==> src/cti_pkg.sv <==
package cti_pkg;

    // Field widths
    localparam int SAMPLE_W = 12;
    localparam int TEMP_W   = 16;
    localparam int INDEX_W  = 6;
    localparam int COUNT_W  = 7;
    localparam int STATUS_W = 2;
    localparam int ENTRY_W  = SAMPLE_W + TEMP_W;

    // Minimum number of table entries in use
    localparam int MIN_ENTRIES = 4;

    // Magnitude of (sample offset) * (temperature difference) fits in 28 bits
    localparam int DIV_W   = 28;
    localparam int DIV_CNT_W = $clog2(DIV_W);

    typedef enum logic {
        OP_LOAD    = 1'b0,
        OP_CONVERT = 1'b1
    } opcode_t;

    typedef enum logic [STATUS_W-1:0] {
        ST_INTERP    = 2'd0,
        ST_CLAMP_LO  = 2'd1,
        ST_CLAMP_HI  = 2'd2,
        ST_NO_SEG    = 2'd3
    } status_t;

    typedef struct packed {
        logic                start;
        logic [DIV_W-1:0]    dividend;
        logic [SAMPLE_W-1:0] divisor;
    } div_req_t;

    typedef struct packed {
        logic             done;
        logic [DIV_W-1:0] quotient;
    } div_rsp_t;

endpackage

==> src/cti_div.sv <==
module cti_div import cti_pkg::*; (
    input  logic     clk,
    input  logic     rst_n,
    input  div_req_t req,
    output div_rsp_t rsp
);

    logic                 busy_reg, busy_next;
    logic                 done_reg, done_next;
    logic [DIV_CNT_W-1:0] count_reg, count_next;
    logic [SAMPLE_W-1:0]  rem_reg, rem_next;
    logic [DIV_W-1:0]     quo_reg, quo_next;
    logic [SAMPLE_W-1:0]  divisor_reg, divisor_next;
    logic [SAMPLE_W:0]    trial;
    logic [SAMPLE_W:0]    diff;
    logic                 fits;

    // One restoring step: shift in the next dividend bit, subtract if it fits
    assign trial = {rem_reg, quo_reg[DIV_W-1]};
    assign diff  = trial - {1'b0, divisor_reg};
    assign fits  = trial >= {1'b0, divisor_reg};

    always_comb
    begin
        busy_next    = busy_reg;
        done_next    = 1'b0;
        count_next   = count_reg;
        rem_next     = rem_reg;
        quo_next     = quo_reg;
        divisor_next = divisor_reg;
        if (req.start)
        begin
            busy_next    = 1'b1;
            count_next   = DIV_CNT_W'(DIV_W - 1);
            rem_next     = '0;
            quo_next     = req.dividend;
            divisor_next = req.divisor;
        end
        else if (busy_reg)
        begin
            rem_next = fits ? diff[SAMPLE_W-1:0] : trial[SAMPLE_W-1:0];
            quo_next = {quo_reg[DIV_W-2:0], fits};
            if (count_reg == '0)
            begin
                busy_next = 1'b0;
                done_next = 1'b1;
            end
            else
            begin
                count_next = count_reg - 1'b1;
            end
        end
    end

    // Control state
    always_ff @(posedge clk or negedge rst_n)
    begin
        if (!rst_n)
        begin
            busy_reg <= 1'b0;
            done_reg <= 1'b0;
        end
        else
        begin
            busy_reg <= busy_next;
            done_reg <= done_next;
        end
    end

    // Datapath
    always_ff @(posedge clk)
    begin
        count_reg   <= count_next;
        rem_reg     <= rem_next;
        quo_reg     <= quo_next;
        divisor_reg <= divisor_next;
    end

    assign rsp.done     = done_reg;
    assign rsp.quotient = quo_reg;

endmodule

==> config.mk <==
export PLATFORM = sky130hd
export DESIGN_NAME = cti_div
export DESIGN_NICKNAME = d
export VERILOG_FILES = /design/src/cti_pkg.sv /design/src/cti_div.sv
export SDC_FILE = /design/constraint.sdc
export NUM_CORES = 1
export LEC_CHECK = 0
export BUFFER_PORTS_ARGS = -buffer_cell sky130_fd_sc_hd__buf_4
export CELL_PAD_IN_SITES_DETAIL_PLACEMENT = 0
export CELL_PAD_IN_SITES_GLOBAL_PLACEMENT = 1
export CORE_MARGIN = 5
export CORE_UTILIZATION = 30
export DETAILED_ROUTE_END_ITERATION = 8
export GPL_TIMING_DRIVEN = 1
export HOLD_SLACK_MARGIN = 0.03
export PLACE_DENSITY_LB_ADDON = 0.1
export SYNTH_ARGS = -nofsm -noshare
export SYNTH_HDL_FRONTEND = slang
export SYNTH_SLANG_ARGS = --single-unit
==> constraint.sdc <==
create_clock -name clk -period 2.27 [get_ports clk]
set_input_delay 0 -clock clk [delete_from_list [all_inputs] [get_ports clk]]
set_output_delay 0 -clock clk [all_outputs]
set_load 0.005 [all_outputs]
==> reports/metrics.yaml, run 1 <==
synth-seq-cells: 59
ant_nets: 0
port_buffers: 71
finish.utilization_pct: 44.9
r2r_cells: 10
tightest_slew_ps: 704
synth_top_area_cell: "edfxtp_1"
finalSetupTns_ps: 0
cp-start-kind: "register"
wirelength_um: 7530
row_count: 36
leakagePower_nw: 1.81
clk-insertion-delay-late_ps: 330
antenna_found_initial: 0
fmax_mhz: 466
routedWlPerCell_um: 14.4
seq_area_frac_synth_pct: 52.5
grt_pass1_wl_um: 12500
synth_fp_nets: 318
status: "completed"
synth.distinct_cells: 50
finalCriticalPeriod_ps: 2150
cp_num_buf_inv: 2
clockBufferDepth: 2
postSynth.asyncResetShare_pct: 3.39
area_delta_synth_final_pct: 45.4
powerDensity_mw_per_mm2: 575
route.vias.total: 2357
die_h_um: 111
cp.depth: 10
crit_fanout: 4
largest_reg_flops: 28
netlist_area_mm2: 0.00303
crit_chain: "inv_1 > ha_1 > fa_1 > nor2b_2 > o21bai_1 > a21boi_0 > buf_4 > or3_1 > nand3_1 > a311oi_1"
crit_start: "quo_reg[27]$_DFFE_PP_"
grt_pass1_vias: 2469
place_hpwl_um: 5030
core-area_mm2: 0.00982
h-tree-depth: 3
design_area_mm2: 0.00441
crit_arrival_ps: 2390
syn_avg_cell_area_um2: 11.6
drc_errors: 0
grt_remaining_overflow: 0
hold_ws_ps: 101
tritoncts: "yes"
path_class: "reg -> reg"
clock-skew-final_ps: 11.1
finalHoldViolCount: 0
vias_per_cell: 4.52
drive_above_1_share_pct: 37.3
required_ps: 2510
maxCapViolCount: 0
cp_slowest_cell: "fa_1"
setup_ws_ps: 123
clk_pin_slew_worst_paths_ps: 70
synth_warnings: 0
synthTopCellsByArea: "edfxtp_1, dfxtp_1, mux2_2"
cp-endpoint: "rem_reg[6]$_SDFFE_PP0P_"
synthFlopType: "edfxtp_1"
gp_congestion: 0.734
synth_edf_count: 40
diodes: 0
firstDrtPassIters: 4
start_util_pct: 30.9
cts-root-buf: "clkbuf_8"
syn_inst: 261
cp_top_family: "adder cells"
clkSinkCount: 59
r2r-end: "rem_reg[6]$_SDFFE_PP0P_"
drt_iter0_markers: 73
dieArea_mm2: 0.0122
max_stage_delay_ps: 440
cts_buffers: 9
ir_drop_v: 0.000273
grt_max_degree: 31
die_w_um: 111
fin_crit_sh_pct: 94.6
timing.rr.start: "quo_reg[27]$_DFFE_PP_"
hp-class: "in -> reg"
dpl_cell_area_mm2: 0.00375
nNetsFinal: 442
end_kind: "register"
slew_viol_final: 0
setup_viol_count_final: 0
reg2reg_slack_ps: 120
relSlewSlack_pct: 53.1
synth_top_cell_area_share_pct: 39.6
place_ws_ps: 57.8
io_pins: 72
track_usage_pct: 12.5
## logic make-up (layout without fill, tap and decap cells)
kind of cell	after synthesis	in the layout	synth area share, %
adder cells (fa/ha/maj)	14	14	6.02
buffers and inverters	29	157	4.21
AND/OR/NAND/NOR	67	67	10.0
multiplexers	30	30	11.2
AO/OA/AOI/OAI	53	53	13.4
XOR/XNOR	9	9	2.60
flip-flops	59	59	52.5
## cell usage in the layout, fill, tap and decap left out, types with 4 or more instances in the layout
cell type / instances
ha_1: 8
nand3_1: 6
xor2_1: 4
nor2_1: 20
a311oi_1: 6
dfxtp_1: 17
dlygate4sd3_1: 42
buf_4: 82
xnor2_1: 5
edfxtp_1: 40
inv_1: 17
clkbuf_8: 9
mux2_2: 28
a21oi_1: 6
o21ai_0: 8
nand2_1: 25
## final cells by class
| cell class | count | area [µm²] |
|---|---|---|
| well taps | 133 | 166 |
| repair buffers | 125 | 1060 |
| clock inverters | 6 | 33.8 |
| multi-input cells | 173 | 1370 |
| inverters | 17 | 63.8 |
| fillers | 954 | 5410 |
| clock buffers | 9 | 124 |
| flip-flops and latches | 59 | 1590 |
## power by group
| part | switching (W) | internal (W) | leakage [nW] |
|---|---|---|---|
| clock | 0.000429 | 0.000380 | 0.0783 |
| combinational | 0.000176 | 0.000274 | 1.16 |
| sequential | 0.0000395 | 0.00124 | 0.577 |
## what timing repair did
item,4_1_cts,5_1_grt
hold endpoints to repair,42,0
hold buffers,42,0
buffers inserted,0,1
gates resized for setup,0,12
endpoints found under the setup margin,0,12
## through the flow
stage,power [W],cells
6_report,0.00253,522
3_5_place_dp,0.00168,464
4_1_cts,0.00256,521
3_3_place_gp,0.00168,464
2_1_floorplan,0.00149,261
5_1_grt,0.00267,522
## how the worst min path moves through the flow
stage | start | end | slack (ps) | depth (start not counted)
2_1_floorplan | rst_n | busy_reg$_DFF_PN0_ | -300 | 0
3_3_place_gp | rst_n | done_reg$_DFF_PN0_ | -220 | 1
3_5_place_dp | rst_n | done_reg$_DFF_PN0_ | -220 | 1
4_1_cts | req[40] | count_reg[2]$_SDFFE_PP0P_ | 90 | 2
5_1_grt | req[40] | count_reg[2]$_SDFFE_PP0P_ | 110 | 2
6_report | req[40] | count_reg[2]$_SDFFE_PP0P_ | 100 | 2
## cell usage after synthesis, types with 3 or more instances
cell type  instances
xnor2_1            5
ha_1              13
nor3b_1            3
clkbuf_1           7
o21a_1             3
o21ai_0            8
nand2_1           25
a21oi_1            7
nor3_1             3
or3_1              3
o21ai_1            3
dfxtp_1           17
inv_1             17
a311oi_1           6
a31oi_1            3
xor2_1             4
nand3_1            6
mux2_2            28
nor2_1            21
edfxtp_1          40
a21o_1             3
## routing by layer
metal  part of all wire (%)  GRT usage [%]  vias to the layer above
met5                      0              0                        -
met4                   0.60           4.68                        0
met3                    4.1           3.28                        4
met2                     48           19.6                       44
met1                     47           16.6                     1104
li1                       -              -                     1205
Note: power is estimated with default switching activity, not from simulation.
==> inputs of run 2 (changes only) <==
--- a/config.mk
+++ b/config.mk
@@ -10,6 +10,7 @@
 export CELL_PAD_IN_SITES_GLOBAL_PLACEMENT = 1
 export CORE_MARGIN = 5
 export CORE_UTILIZATION = 30
+export CTS_CLUSTER_SIZE = 30
 export DETAILED_ROUTE_END_ITERATION = 8
 export GPL_TIMING_DRIVEN = 1
 export HOLD_SLACK_MARGIN = 0.03
==> constraint.sdc (replaced) <==
create_clock -name clk -period 2.27 [get_ports clk]
set_input_delay 0.454 -clock clk [delete_from_list [all_inputs] [get_ports clk]]
set_output_delay 0.454 -clock clk [all_outputs]
set_load 0.005 [all_outputs]
==> reports/metrics.yaml, run 2 (synthesis gave the netlist of run 1 again) <==
reg2reg_slack_ps: 110  # about the same
routedWlPerCell_um: 15.0  # +4.0%
vias_per_cell: 4.65  # +3.0%
drc_errors: 0  # unchanged
maxCapViolCount: 0  # unchanged
hp-class: "in -> reg"
gp_congestion: 0.696  # -5.2%
cts-root-buf: "clkbuf_8"
antenna_found_initial: 0  # unchanged
setup_viol_count_final: 0  # unchanged
start_util_pct: 30.9  # unchanged
relSlewSlack_pct: 54.0  # +0.94 points
fin_crit_sh_pct: 95.2  # +0.66 points
clk-insertion-delay-late_ps: 330  # about the same
finalSetupTns_ps: 0  # unchanged
finalCriticalPeriod_ps: 2160  # +14.9 ps
power_w: 0.00272  # +7.3%
cts_buffers: 9  # unchanged
nNetsFinal: 403  # -8.8%
largest_reg_flops: 28  # unchanged
core-area_mm2: 0.00982  # unchanged
hold_ws_ps: 296  # +194 ps
clockBufferDepth: 2  # unchanged
dpl_cell_area_mm2: 0.00377  # +0.40%
final_cell_mix: "buf_4, edfxtp_1, mux2_2"
powerDensity_mw_per_mm2: 673  # +17%
clock-skew-final_ps: 6.28  # -4.86 ps
crit_fanout: 4  # unchanged
track_usage_pct: 11.7  # -0.81 points
h-tree-depth: 3  # unchanged
clkSinkCount: 59  # unchanged
grt_pass1_wl_um: 11400  # -8.4%
area_delta_synth_final_pct: 33.2
place_ws_ps: 53.4  # -4.45 ps
clk_pin_slew_worst_paths_ps: 70  # about the same
tightest_slew_ps: 690  # -14.1 ps
finalHoldViolCount: 0  # unchanged
crit_chain: "inv_1 > ha_1 > fa_2 > nor2b_2 > o21bai_1 > a21boi_1 > buf_4 > o221ai_1 > xor2_1 > o21ai_1"
route.vias.total: 2251  # -4.5%
wirelength_um: 7260  # -3.6%
setup_ws_ps: 108  # -14.9 ps
io_pins: 72  # unchanged
die_w_um: 111  # unchanged
ant_nets: 0  # unchanged
path_class: "reg -> reg"
end_kind: "register"
grt_remaining_overflow: 0  # unchanged
grt_pass1_vias: 2215  # -10%
required_ps: 2530  # +20 ps
crit_arrival_ps: 2420  # +30 ps
port_buffers: 71  # unchanged
tritoncts: "yes"
drive_above_1_share_pct: 41.3  # +4.0 points
leakagePower_nw: 1.70  # -6.2%
grt_max_degree: 29  # -6.5%
die_h_um: 111  # unchanged
cp_slowest_cell: "fa_2"
row_count: 36  # unchanged
cp-start-kind: "register"
drt_iter0_markers: 77  # +5.5%
firstDrtPassIters: 4  # unchanged
fmax_mhz: 463  # -0.69%
final_common_cell: "buf_4"
place_hpwl_um: 5250  # +4.3%
status: "completed"
diodes: 0  # unchanged
slew_viol_final: 0  # unchanged
max_stage_delay_ps: 380  # -60 ps
dieArea_mm2: 0.0122  # unchanged
design_area_mm2: 0.00404  # -8.4%
ir_drop_v: 0.000332  # +22%
run 2: changes by cell type in the layout (fill, tap and decap cells not counted), sizes merged:
cell / change
buf: +2
bufinv: +2
clkinv: +1
clkinvlp: -2
dlygate4sd3: -41
run 2: per-stage QoR:
stage | instances | utilization, %
2_1_floorplan | 261 | -
3_3_place_gp | 466 | 38.4
3_5_place_dp | 466 | 38.4
4_1_cts | 483 | 40.7
5_1_grt | 484 | 41.1
6_report | 484 | 41.1
run 2: final timing paths:
check / start / endpoint / cells after the start
worst max-delay path: quo_reg[27]$_DFFE_PP_ / rem_reg[10]$_SDFFE_PP0P_ / 10
min in group asynchronous: rst_n / busy_reg$_DFF_PN0_ / 2
worst min-delay path: req[9] / divisor_reg[9]$_DFFE_PP_ / 1
worst max register to register: quo_reg[27]$_DFFE_PP_ / rem_reg[10]$_SDFFE_PP0P_ / 10
worst min register to register: count_reg[4]$_SDFFE_PP1P_ / done_reg$_DFF_PN0_ / 1
max in group asynchronous: rst_n / done_reg$_DFF_PN0_ / 2
run 2: repair_timing:
| action | CTS | global route |
|---|---|---|
| buffers inserted | 0 | 1 |
| resized for setup | 1 | 5 |
| pin swaps | 0 | 1 |
| hold buffers | 1 | 0 |
| endpoints found under the setup margin | 1 | 10 |
| endpoints found under the hold margin | 2 | 0 |
run 2: power breakdown:
| group | switching, W | internal (W) |
|---|---|---|
| sequential | 0.0000386 | 0.00124 |
| clock | 0.000436 | 0.000616 |
| combinational | 0.000167 | 0.000227 |
run 2: metal layers:
| metal | vias to the layer above | part of all wire, % | global-route usage, % |
|---|---|---|---|
| met2 | 48 | 46 | 17.4 |
| li1 | 1129 | - | - |
| met3 | 8 | 3.9 | 2.84 |
| met4 | 0 | 1.2 | 4.43 |
| met5 | - | 0 | 0 |
| met1 | 1066 | 49 | 16.5 |
run 2: critical path, delay by kind of cell, from the launching register on:
family                     cells  cell delay, ps
xor gates and xnor gates       1             180
and+or+nand+nor                1             150
AOI/OAI and AO/OA              4             530
adders and majority gates      2             630
buffers and inverters          2             230
DFF                            1             370
run 2: area by class of cell:
cell class | count | area (µm²)
Fill cell | 999 | 5780
Sequential cell | 59 | 1590
Multi-Input combinational cell | 173 | 1340
Timing Repair Buffer | 86 | 661
Tap cell | 133 | 166
Clock buffer | 9 | 124
Clock inverter | 7 | 92.6
Inverter | 17 | 63.8
==> inputs of run 3 (changes only) <==
--- a/config.mk
+++ b/config.mk
@@ -6,15 +6,12 @@
 export NUM_CORES = 1
 export LEC_CHECK = 0
 export BUFFER_PORTS_ARGS = -buffer_cell sky130_fd_sc_hd__buf_4
-export CELL_PAD_IN_SITES_DETAIL_PLACEMENT = 0
-export CELL_PAD_IN_SITES_GLOBAL_PLACEMENT = 1
 export CORE_MARGIN = 5
 export CORE_UTILIZATION = 30
 export CTS_CLUSTER_SIZE = 30
 export DETAILED_ROUTE_END_ITERATION = 8
 export GPL_TIMING_DRIVEN = 1
 export HOLD_SLACK_MARGIN = 0.03
-export PLACE_DENSITY_LB_ADDON = 0.1
 export SYNTH_ARGS = -nofsm -noshare
 export SYNTH_HDL_FRONTEND = slang
 export SYNTH_SLANG_ARGS = --single-unit
==> reports/metrics.yaml, run 3 (synthesis gave the netlist of run 1 again) <==
cts_buffers: 9  # unchanged
grt_busiest_layer: "met2"
grt_remaining_overflow: 0  # unchanged
power_w: 0.00263  # -3.4%
track_usage_pct: 11.4  # -0.36 points
setup_viol_count_final: 0  # unchanged
crit_arrival_ps: 2450  # +30 ps
area_delta_synth_final_pct: 32.5
ir_drop_v: 0.000271  # -18%
cts-root-buf: "clkbuf_8"
grtUsageMet2_pct: 19.5  # +2.1 points
ant_nets: 0  # unchanged
clk_pin_slew_worst_paths_ps: 80  # about the same
end_kind: "register"
final_cell_mix: "buf_4, edfxtp_1, mux2_2"
route.vias.total: 2245  # -0.27%
dpl_cell_area_mm2: 0.00374  # -0.80%
finalSetupTns_ps: 0  # unchanged
finalCriticalPeriod_ps: 2180  # +16.7 ps
port_buffers: 71  # unchanged
fin_crit_sh_pct: 96.0  # +0.73 points
grt_pass1_wl_um: 11300  # -1.6%
drt_iter0_markers: 94  # +22%
firstDrtPassIters: 6  # +2
use_met3_pct: 3.56  # +0.71 points
hp-class: "in -> reg"
clkSinkCount: 59  # unchanged
multi_input_area_mm2: 0.00138  # +2.9%
status: "completed"
required_ps: 2550  # +20 ps
design_area_mm2: 0.00402  # -0.53%
cp_slowest_cell: "edfxtp_1"
gp_congestion: 0.798  # +15%
start_util_pct: 30.9  # unchanged
nNetsFinal: 401  # -0.50%
powerDensity_mw_per_mm2: 653  # -2.9%
clk-insertion-delay-late_ps: 340  # about the same
n_fill_cell: 990  # -0.90%
slew_viol_final: 0  # unchanged
fmax_mhz: 459  # -0.76%
wirelength_um: 7000  # -3.5%
cp_top_family: "adder cells"
crit_fanout: 4  # unchanged
drive_above_1_share_pct: 43.0  # +1.7 points
h-tree-depth: 3  # unchanged
rsz0062_at_grt: "yes"
tritoncts: "yes"
io_pins: 72  # unchanged
place_hpwl_um: 4990  # -4.9%
clock-skew-final_ps: 13.6  # +7.30 ps
area.sequential_mm2: 0.00159  # unchanged
dieArea_mm2: 0.0122  # unchanged
finalHoldViolCount: 0  # unchanged
cp-start-kind: "register"
vias_per_cell: 4.66  # +0.15%
grt_use_met1_pct: 13.2  # -3.3 points
leakagePower_nw: 1.66  # -2.1%
drc_errors: 0  # unchanged
core-area_mm2: 0.00982  # unchanged
routedWlPerCell_um: 14.5  # -3.1%
largest_reg_flops: 28  # unchanged
row_count: 36  # unchanged
clockBufferDepth: 2  # unchanged
maxCapViolCount: 0  # unchanged
die_w_um: 111  # unchanged
grt_max_degree: 29  # unchanged
path_class: "reg -> reg"
tightest_slew_ps: 668  # -21.5 ps
grt_pass1_vias: 2257  # +1.9%
crit_chain: "inv_1 > ha_1 > fa_2 > nor2b_2 > o21bai_1 > a21boi_0 > buf_4 > o221ai_1 > xor2_1 > o21ai_1"
diodes: 0  # unchanged
max_stage_delay_ps: 390  # about the same
antenna_found_initial: 0  # unchanged
relSlewSlack_pct: 55.5  # +1.4 points
die_h_um: 111  # unchanged
cp_num_buf_inv: 2  # unchanged
final_common_cell: "buf_4"
-- run 3: cell types whose count changed in the layout (fill, tap and decap cells not counted), moves of 2 or more --
cell        previous run  this run
clkinv_4               2         0
ha_1                  13        11
buf_4                 84        82
nor2_2                 0         2
nor2_1                21        19
a21oi_2                1         3
clkinvlp_4             0         2
ha_2                   0         2
-- run 3: final timing paths --
path	startpoint	endpoint	slack, ps	depth (start not counted)
setup / recovery	quo_reg[27]$_DFFE_PP_	rem_reg[10]$_SDFFE_PP0P_	90	10
hold / removal	req[10]	divisor_reg[10]$_DFFE_PP_	280	1
setup reg to reg	quo_reg[27]$_DFFE_PP_	rem_reg[10]$_SDFFE_PP0P_	90	10
hold reg to reg	count_reg[4]$_SDFFE_PP1P_	count_reg[4]$_SDFFE_PP1P_	480	2
max in group asynchronous	rst_n	done_reg$_DFF_PN0_	1750	2
min in group asynchronous	rst_n	busy_reg$_DFF_PN0_	430	2
-- run 3: area by class of cell --
class	instances	share of cell area, %
clock buffers	9	3.08
repair buffers	83	15.6
clock inverters	7	1.68
multi-input cells	174	34.3
well taps	133	4.14
flip-flops and latches	59	39.6
inverters	17	1.59
-- run 3: layer usage --
| metal | up-vias | wire, µm |
|---|---|---|
| met5 | - | 0 |
| met4 | 0 | 102 |
| met3 | 9 | 333 |
| met2 | 51 | 3510 |
| met1 | 1062 | 3060 |
| li1 | 1123 | - |
-- run 3: metrics by stage --
step | instances | util (%) | setup WS (ps) | hold WS, ps
3_3_place_gp | 462 | 38.0 | 46.0 | 241
6_report | 482 | 40.9 | 91.3 | 281
4_1_cts | 479 | 40.1 | 4.69 | 269
2_1_floorplan | 261 | - | 235 | 158
5_1_grt | 482 | 40.9 | -13.5 | 265
3_5_place_dp | 462 | 38.0 | 47.9 | 241
-- run 3: power breakdown --
group          total (W)  internal (W)  switching, W  leakage (nW)
Clock           0.000960      0.000503      0.000457        0.0931
Sequential       0.00127       0.00124     0.0000394         0.577
Combinational   0.000392      0.000226      0.000166         0.992
-- run 3: timing repair --
action                     4_1_cts  5_1_grt
setup buffers                    0        2
gates resized for setup          0       13
setup endpoints to repair        0       11
hold buffers                     1        0
hold endpoints to repair         2        0
